===== config.mk =====
export PLATFORM = sky130hd
export DESIGN_NAME = ansi_sgr_color_parser_core
export DESIGN_NICKNAME = d
export VERILOG_FILES = /design/src/sv/sgr_pkg.sv /design/src/sv/sgr_step.sv /design/src/sv/ansi_sgr_color_parser_core.sv
export SDC_FILE = /design/constraint.sdc
export NUM_CORES = 1
export LEC_CHECK = 0
export BUFFER_PORTS_ARGS = -buffer_cell sky130_fd_sc_hd__buf_2
export CAP_MARGIN = 20
export CORE_UTILIZATION = 50
export CTS_CLUSTER_DIAMETER = 50
export CTS_CLUSTER_SIZE = 24
export DETAILED_ROUTE_END_ITERATION = 7
export PLACE_DENSITY = 0.79
export SLEW_MARGIN = 40
export SYNTH_ARGS = -nofsm -noshare
export SYNTH_HDL_FRONTEND = slang
export SYNTH_SLANG_ARGS = --single-unit

===== constraint.sdc =====
create_clock -name clock -period 3.5 [get_ports clock]
set_clock_uncertainty 0.05 [all_clocks]
set_input_delay 0.175 -clock clock [delete_from_list [all_inputs] [get_ports clock]]
set_output_delay 0.175 -clock clock [all_outputs]
set_load 0.01 [all_outputs]

===== src/sv/sgr_pkg.sv =====
// ----------------------------------------------------------------------------
// sgr_pkg
// Shared types, constants and the SGR code decoder for the color parser.
// ----------------------------------------------------------------------------
package sgr_pkg;

   localparam int unsigned MAX_CODES = 8;

   localparam logic [1:0] PH_IDLE  = 2'd0;
   localparam logic [1:0] PH_ESC   = 2'd1;
   localparam logic [1:0] PH_PARAM = 2'd2;

   localparam logic [7:0] CH_ESC   = 8'h1B;
   localparam logic [7:0] CH_LBRK  = 8'h5B;
   localparam logic [7:0] CH_SEMI  = 8'h3B;
   localparam logic [7:0] CH_M     = 8'h6D;
   localparam logic [7:0] CH_ZERO  = 8'h30;
   localparam logic [7:0] CH_NINE  = 8'h39;

   localparam logic [3:0] FG_DEFAULT = 4'd7;
   localparam logic [3:0] BG_DEFAULT = 4'd0;
   localparam logic [7:0] COLOR_RESET = 8'h07;

   localparam logic [7:0] SGR_RESET     = 8'd0;
   localparam logic [7:0] SGR_BOLD      = 8'd1;
   localparam logic [7:0] SGR_NOBOLD    = 8'd22;
   localparam logic [7:0] SGR_FG_LO     = 8'd30;
   localparam logic [7:0] SGR_FG_HI     = 8'd37;
   localparam logic [7:0] SGR_FG_DEF    = 8'd39;
   localparam logic [7:0] SGR_BG_LO     = 8'd40;
   localparam logic [7:0] SGR_BG_HI     = 8'd47;
   localparam logic [7:0] SGR_BG_DEF    = 8'd49;
   localparam logic [7:0] SGR_FGB_LO    = 8'd90;
   localparam logic [7:0] SGR_FGB_HI    = 8'd97;
   localparam logic [7:0] SGR_BGB_LO    = 8'd100;
   localparam logic [7:0] SGR_BGB_HI    = 8'd107;

   typedef struct packed {
      logic [3:0] fg;
      logic [3:0] bg;
      logic       bold;
      logic       touched;
   } shadow_type;

   typedef struct packed {
      logic [1:0] phase;
      logic [7:0] num;
      logic       present;
      logic [3:0] count;
      shadow_type sh;
      logic [7:0] color;
      logic       bold;
   } parse_state_type;

   typedef struct packed {
      logic       consumed;
      logic       applied;
      logic       aborted;
      logic [7:0] color;
      logic       bold;
   } result_type;

   function automatic shadow_type apply_code(input logic [7:0] code, input shadow_type sh);
      shadow_type r;
      logic [7:0] off;
      r   = sh;
      off = 8'd0;
      if (code == SGR_RESET) begin
         r.fg      = FG_DEFAULT;
         r.bg      = BG_DEFAULT;
         r.bold    = 1'b0;
         r.touched = 1'b1;
      end else if (code == SGR_BOLD) begin
         r.bold = 1'b1;
      end else if (code == SGR_NOBOLD) begin
         r.bold = 1'b0;
      end else if (code >= SGR_FG_LO && code <= SGR_FG_HI) begin
         off       = code - SGR_FG_LO;
         r.fg      = {sh.bold, off[2:0]};
         r.touched = 1'b1;
      end else if (code >= SGR_FGB_LO && code <= SGR_FGB_HI) begin
         off       = code - SGR_FGB_LO;
         r.fg      = {1'b1, off[2:0]};
         r.touched = 1'b1;
      end else if (code == SGR_FG_DEF) begin
         r.fg      = FG_DEFAULT;
         r.touched = 1'b1;
      end else if (code >= SGR_BG_LO && code <= SGR_BG_HI) begin
         off  = code - SGR_BG_LO;
         r.bg = {1'b0, off[2:0]};
      end else if (code >= SGR_BGB_LO && code <= SGR_BGB_HI) begin
         off  = code - SGR_BGB_LO;
         r.bg = {1'b1, off[2:0]};
      end else if (code == SGR_BG_DEF) begin
         r.bg = BG_DEFAULT;
      end
      return r;
   endfunction

endpackage


===== src/sv/sgr_step.sv =====
// ----------------------------------------------------------------------------
// sgr_step
// Next-state and result logic for one text byte of the SGR parser.
// ----------------------------------------------------------------------------
module sgr_step (
   input  sgr_pkg::parse_state_type cur,
   input  logic [7:0]               in_byte,
   output sgr_pkg::parse_state_type nxt,
   output sgr_pkg::result_type      res
);

   sgr_pkg::shadow_type sh_end;
   logic [3:0]          count_end;
   logic [7:0]          field_code;
   logic [11:0]         num_wide;
   logic [7:0]          digit;
   logic [3:0]          fg_commit;
   logic                is_digit;

   // close the current field: apply it if still within the code limit
   always_comb begin
      field_code = cur.present ? cur.num : 8'd0;
      if (32'(cur.count) < sgr_pkg::MAX_CODES) begin
         sh_end    = sgr_pkg::apply_code(field_code, cur.sh);
         count_end = cur.count + 4'd1;
      end else begin
         sh_end    = cur.sh;
         count_end = cur.count;
      end
   end

   // decimal accumulate with saturation at 255
   always_comb begin
      digit    = in_byte - sgr_pkg::CH_ZERO;
      num_wide = {1'b0, cur.num, 3'b000} + {3'b000, cur.num, 1'b0} + {4'd0, digit};
      is_digit = (in_byte >= sgr_pkg::CH_ZERO) && (in_byte <= sgr_pkg::CH_NINE);
   end

   // brighten an untouched dark foreground when bold commits
   always_comb begin
      fg_commit = sh_end.fg;
      if (sh_end.bold && !sh_end.touched && !sh_end.fg[3]) begin
         fg_commit = sh_end.fg + 4'd8;
      end
   end

   always_comb begin
      nxt          = cur;
      res.consumed = 1'b0;
      res.applied  = 1'b0;
      res.aborted  = 1'b0;
      unique case (cur.phase)
         sgr_pkg::PH_ESC: begin
            if (in_byte == sgr_pkg::CH_LBRK) begin
               nxt.phase      = sgr_pkg::PH_PARAM;
               nxt.sh.fg      = cur.color[3:0];
               nxt.sh.bg      = cur.color[7:4];
               nxt.sh.bold    = cur.bold;
               nxt.sh.touched = 1'b0;
               res.consumed   = 1'b1;
            end else if (in_byte == sgr_pkg::CH_ESC) begin
               res.aborted  = 1'b1;
               res.consumed = 1'b1;
               nxt.phase    = sgr_pkg::PH_ESC;
               nxt.num      = 8'd0;
               nxt.present  = 1'b0;
               nxt.count    = 4'd0;
            end else begin
               res.aborted = 1'b1;
               nxt.phase   = sgr_pkg::PH_IDLE;
            end
         end
         sgr_pkg::PH_PARAM: begin
            res.consumed = 1'b1;
            if (is_digit) begin
               nxt.num     = (num_wide > 12'd255) ? 8'd255 : num_wide[7:0];
               nxt.present = 1'b1;
            end else if (in_byte == sgr_pkg::CH_SEMI) begin
               nxt.sh      = sh_end;
               nxt.count   = count_end;
               nxt.num     = 8'd0;
               nxt.present = 1'b0;
            end else if (in_byte == sgr_pkg::CH_M) begin
               nxt.sh      = sh_end;
               nxt.count   = count_end;
               nxt.num     = 8'd0;
               nxt.present = 1'b0;
               nxt.color   = {sh_end.bg, fg_commit};
               nxt.bold    = sh_end.bold;
               nxt.phase   = sgr_pkg::PH_IDLE;
               res.applied = 1'b1;
            end else if (in_byte == sgr_pkg::CH_ESC) begin
               res.aborted = 1'b1;
               nxt.phase   = sgr_pkg::PH_ESC;
               nxt.num     = 8'd0;
               nxt.present = 1'b0;
               nxt.count   = 4'd0;
            end else begin
               res.consumed = 1'b0;
               res.aborted  = 1'b1;
               nxt.phase    = sgr_pkg::PH_IDLE;
            end
         end
         default: begin
            nxt.phase = sgr_pkg::PH_IDLE;
            if (in_byte == sgr_pkg::CH_ESC) begin
               res.consumed = 1'b1;
               nxt.phase    = sgr_pkg::PH_ESC;
               nxt.num      = 8'd0;
               nxt.present  = 1'b0;
               nxt.count    = 4'd0;
            end
         end
      endcase
      res.color = nxt.color;
      res.bold  = nxt.bold;
   end

endmodule


===== src/sv/ansi_sgr_color_parser_core.sv =====
// ----------------------------------------------------------------------------
// ansi_sgr_color_parser_core
// Streaming ANSI SGR color parser: one text byte in, one status item out.
// ----------------------------------------------------------------------------
// Feed text bytes on the req_ channel. For every byte one item comes out on
// the rsp_ channel telling whether the byte was part of an escape sequence,
// whether it committed or broke one, and the VGA attribute and bold flag in
// force after it.
// The byte lands in an input register at the accepting edge, then one pass of
// decode logic updates the parser state and loads the result register that
// drives rsp_valid.
// Throughput is one byte per cycle while the receiver takes results; the limit
// is the single state update per byte in the decode pass.
// When the receiver stalls, the result register holds and the input register
// fills; req_ready drops only once both are occupied, and opens again in the
// same cycle the result is taken.
// Reset empties both registers, returns the parser to idle and sets the
// attribute to light grey on black with bold off.
// ----------------------------------------------------------------------------
module ansi_sgr_color_parser_core (
   input  logic       clock,
   input  logic       reset,
   input  logic       req_valid,
   output logic       req_ready,
   input  logic [7:0] req_in_byte,
   output logic       rsp_valid,
   input  logic       rsp_ready,
   output logic       rsp_byte_consumed,
   output logic       rsp_seq_applied,
   output logic       rsp_seq_aborted,
   output logic [7:0] rsp_attr_color,
   output logic       rsp_bold_flag
);

   logic                     in_valid_ff;
   logic [7:0]               in_byte_ff;
   logic                     out_valid_ff;
   sgr_pkg::result_type      out_ff;
   sgr_pkg::parse_state_type state_ff;
   sgr_pkg::parse_state_type state_in;
   sgr_pkg::result_type      res_in;
   logic                     advance;

   assign advance   = in_valid_ff && (!out_valid_ff || rsp_ready);
   assign req_ready = !in_valid_ff || advance;

   sgr_step u_step (
      .cur     (state_ff),
      .in_byte (in_byte_ff),
      .nxt     (state_in),
      .res     (res_in)
   );

   always_ff @(posedge clock) begin
      if (reset) begin
         in_valid_ff <= 1'b0;
      end else if (req_ready) begin
         in_valid_ff <= req_valid;
      end
   end

   always_ff @(posedge clock) begin
      if (req_valid && req_ready) begin
         in_byte_ff <= req_in_byte;
      end
   end

   always_ff @(posedge clock) begin
      if (reset) begin
         state_ff.phase   <= sgr_pkg::PH_IDLE;
         state_ff.num     <= 8'd0;
         state_ff.present <= 1'b0;
         state_ff.count   <= 4'd0;
         state_ff.sh      <= '0;
         state_ff.color   <= sgr_pkg::COLOR_RESET;
         state_ff.bold    <= 1'b0;
      end else if (advance) begin
         state_ff <= state_in;
      end
   end

   always_ff @(posedge clock) begin
      if (reset) begin
         out_valid_ff <= 1'b0;
      end else if (advance) begin
         out_valid_ff <= 1'b1;
      end else if (rsp_ready) begin
         out_valid_ff <= 1'b0;
      end
   end

   always_ff @(posedge clock) begin
      if (advance) begin
         out_ff <= res_in;
      end
   end

   assign rsp_valid         = out_valid_ff;
   assign rsp_byte_consumed = out_ff.consumed;
   assign rsp_seq_applied   = out_ff.applied;
   assign rsp_seq_aborted   = out_ff.aborted;
   assign rsp_attr_color    = out_ff.color;
   assign rsp_bold_flag     = out_ff.bold;

   // commit and abort are exclusive, and a commit always eats its byte
   a_commit_abort: assert property (@(posedge clock) disable iff (reset)
      rsp_valid |-> !(rsp_seq_applied && rsp_seq_aborted))
      else $error("commit and abort in the same item");

   a_commit_consumed: assert property (@(posedge clock) disable iff (reset)
      (rsp_valid && rsp_seq_applied) |-> rsp_byte_consumed)
      else $error("committed item did not consume its byte");

   // parser state must hold while the result is stalled
   a_stall_hold: assert property (@(posedge clock) disable iff (reset)
      (out_valid_ff && !rsp_ready) |=> $stable(state_ff))
      else $error("parser state moved during a stall");

   a_count_limit: assert property (@(posedge clock) disable iff (reset)
      32'(state_ff.count) <= sgr_pkg::MAX_CODES)
      else $error("code count past limit");

endmodule

==> reports/results.ini <==
[synth]
syn-num-nets = 421
syn_inst = 384
async_flop_share = 0
yosysWarnings = 0
ys.flop_type = dfxtp_1
synth-edff-count = 20
syn_area_um2 = 3560
seq_area_frac_synth = 0.371
synthTopCellsByArea = dfxtp_1, edfxtp_1, ha_1
syn_area_per_cell_um2 = 9.27
ys_ff_latch = 56
synth_top_area_frac = 0.203
synth_area_leader_cell = dfxtp_1
ys_types = 74

[clocking]
clkSinkCount = 56
clock-root-buffer = clkbuf_8
htree_levels = 2
clk_pin_slew_ns = 0.10
clock_latency_ns = 0.32
cts_tree = yes
clock_path_buffers = 2
numCtsBuffers = 5

[place]
dp.cells = 493
globalplace.congestion = 0.880
place.detailed.hpwl_um = 5920
io_buffers = 25

[setup_path]
path_buf_inv = 1
crit_chain = a21oi_1, xnor2_1, fa_1, ha_1, nand4b_1, a2111oi_0, o31ai_1, buf_4, a21oi_1, o2bb2ai_1
crit_type = reg -> reg
crit_arrival_ns = 3.07
crit_top_cell = a21oi_1
critPathTopFamily = compound AO/OA/AOI/OAI gates
crit_path_start_kind = flop
cp-end-kind = flop
crit_fanout = 12
cp_slowest_cell = edfxtp_1
cp_data_required_time_ns = 3.64
cpPeakStageDelay_ns = 0.57

[grt]
grt_pass1_wl_um = 13700
antenna_found_initial = 0
grt_pass1_vias = 3007
grt_max_degree = 24
overflow = 0
grtUsageTotal = 0.234

[timing]
fmax_ghz = 0.342
hold_viol_final = 0
fin_crit_sh = 0.835
min_period_ns = 2.92
tns_ns = 0
slew_headroom = 0.506
worst_slew_pin_slew_ns = 0.742
setup_viol = 0
rsz0062_at_grt = no
maxSlewViolCount = 0

[floorplan]
die_y_um = 86.4
start_util = 0.521
dieArea_um2 = 7460
dieWidth_um = 86.4
core_um2 = 6830
pin_count = 26
row_count = 30

[route]
drc_errors = 0
num_vias = 3100
drt_wl_total_um = 8070
drt-wirelength-per-cell_um = 15.8
ant_nets = 0
viasPerCell = 6.09
firstDrtPassIters = 5
drt_iter0_drc = 271

[pwr]
p_seq_frac = 0.615
p_per_area_nw_per_um2 = 287
swShare = 0.239
clkPwrFrac = 0.314
comb_power_share = 0.071
internal_power_w = 0.000858
p_sw_w = 0.000269
vdd_ir_drop_max_v = 0.000220
power_leakage_nw = 1.51

[layout]
fin_nets = 449
multi_input_area_um2 = 2090
register_area_um2 = 1320
antenna_cells = 0
layout.cells.non_filler = 509
drive_gt1_frac = 0.148
nFillCells = 616
utilization = 0.575
area_growth_pct = 10.4

[min_path]
hold_path_class = in -> reg

[run_status]
status = finished, final reports clean

[job]
maxCapViolCount = 0

cells in the final DEF, fill, tap and decap left out, types with 17 or more instances in the layout:
cell      count
nand2_1      33
ha_1         19
buf_2        25
a21oi_1      28
dfxtp_1      36
nor2_1       35
o21ai_0      17
edfxtp_1     20
inv_1        17
final cells by class:
| class | instances | share of cell area |
|---|---|---|
| Multi-Input combinational cell | 293 | 0.532 |
| Sequential cell | 56 | 0.336 |
| Timing Repair Buffer | 39 | 0.0637 |
| Tap cell | 96 | 0.0306 |
| Clock buffer | 6 | 0.0185 |
| Inverter | 17 | 0.0162 |
| Clock inverter | 2 | 0.00287 |
layer usage:
metal,track usage,share of wire,vias up
li1,-,-,1500
met3,0.0362,0.051,20
met1,0.293,0.43,1472
met2,0.407,0.50,108
met4,0.0909,0.022,0
met5,0,0,-
flip-flops by register name, indices dropped and copies added (netlist names):
register,count
rsp_attr_color,8
rsp_seq_applied,1
rsp_valid,1
in_byte_ff,8
rsp_seq_aborted,1
in_valid_ff,1
state_ff,34
rsp_byte_consumed,1
rsp_bold_flag,1
timing repair:
| action | 4_1_cts | 5_1_grt |
|---|---|---|
| hold buffers | 8 | 0 |
| buffers inserted | 0 | 0 |
| resized for setup | 0 | 0 |
| endpoints found under the hold margin | 8 | 0 |
kinds of logic after synthesis:
logic type / synth area share
and+or+nand+nor: 0.205
AOI/OAI and AO/OA: 0.258
DFF: 0.371
buffers and inverters: 0.0418
adders and majority gates: 0.101
xor gates and xnor gates: 0.0172
muxes: 0.00668
synthesized netlist by cell type (3+ instances only):
cell type	instances
dfxtp_1	36
nor2_1	35
nand2_1	33
a21oi_1	28
edfxtp_1	20
ha_1	19
inv_1	17
o21ai_0	17
clkbuf_1	9
buf_2	8
nand2b_1	8
nand3_1	8
o2bb2ai_1	8
a211oi_1	7
nor3b_1	7
fa_1	6
o21ai_1	6
a31oi_1	5
and2_1	5
nor3_1	5
o22ai_1	5
xnor2_1	5
a21o_1	4
nor2b_1	4
a221oi_1	3
a22oi_1	3
a32o_1	3
nor4_1	3
o221ai_1	3
o31ai_2	3
o32ai_1	3
or2_2	3
or3_1	3
through the flow:
stage / total power, W / cell area, um^2 / hold WS (ns) / setup WS, ns
5_1_grt: 0.00116 / 3930 / 0.0740 / 0.240
6_report: 0.00113 / 3930 / 0.0207 / 0.579
4_1_cts: 0.00113 / 3930 / 0.0184 / 0.613
2_1_floorplan: 0.000755 / 3560 / 0.224 / 0.711
3_3_place_gp: 0.000777 / 3760 / 0.302 / 0.742
3_5_place_dp: 0.000780 / 3760 / 0.303 / 0.639
tightest hold or removal path, delay by kind of cell:
| kind | cells | cell delay [ns] |
|---|---|---|
| AO/OA/AOI/OAI | 1 | 0.03 |
| buffers and inverters | 1 | 0.08 |
| AND/OR/NAND/NOR | 1 | 0.06 |
power groups by stage:
stage	registers (W)	logic [W]	clock network, W
global placement	0.000707	0.0000698	0
CTS	0.000693	0.0000795	0.000355
finish	0.000693	0.0000803	0.000354
floorplan	0.000706	0.0000492	0
global route	0.000694	0.0000896	0.000380
detailed placement	0.000708	0.0000723	0
final timing paths:
check | slack [ns] | from | depth (start not counted) | to
max | 0.58 | in_byte_ff[6]$_DFFE_PP_ | 10 | state_ff[29]$_SDFFE_PP0P_
min | 0.02 | req_valid | 3 | in_valid_ff$_SDFFE_PP0N_
max reg2reg | 0.58 | in_byte_ff[6]$_DFFE_PP_ | 10 | state_ff[29]$_SDFFE_PP0P_
min reg2reg | 0.44 | state_ff[33]$_SDFFE_PP0P_ | 2 | state_ff[33]$_SDFFE_PP0P_
Power figures use the tool's default switching activity.
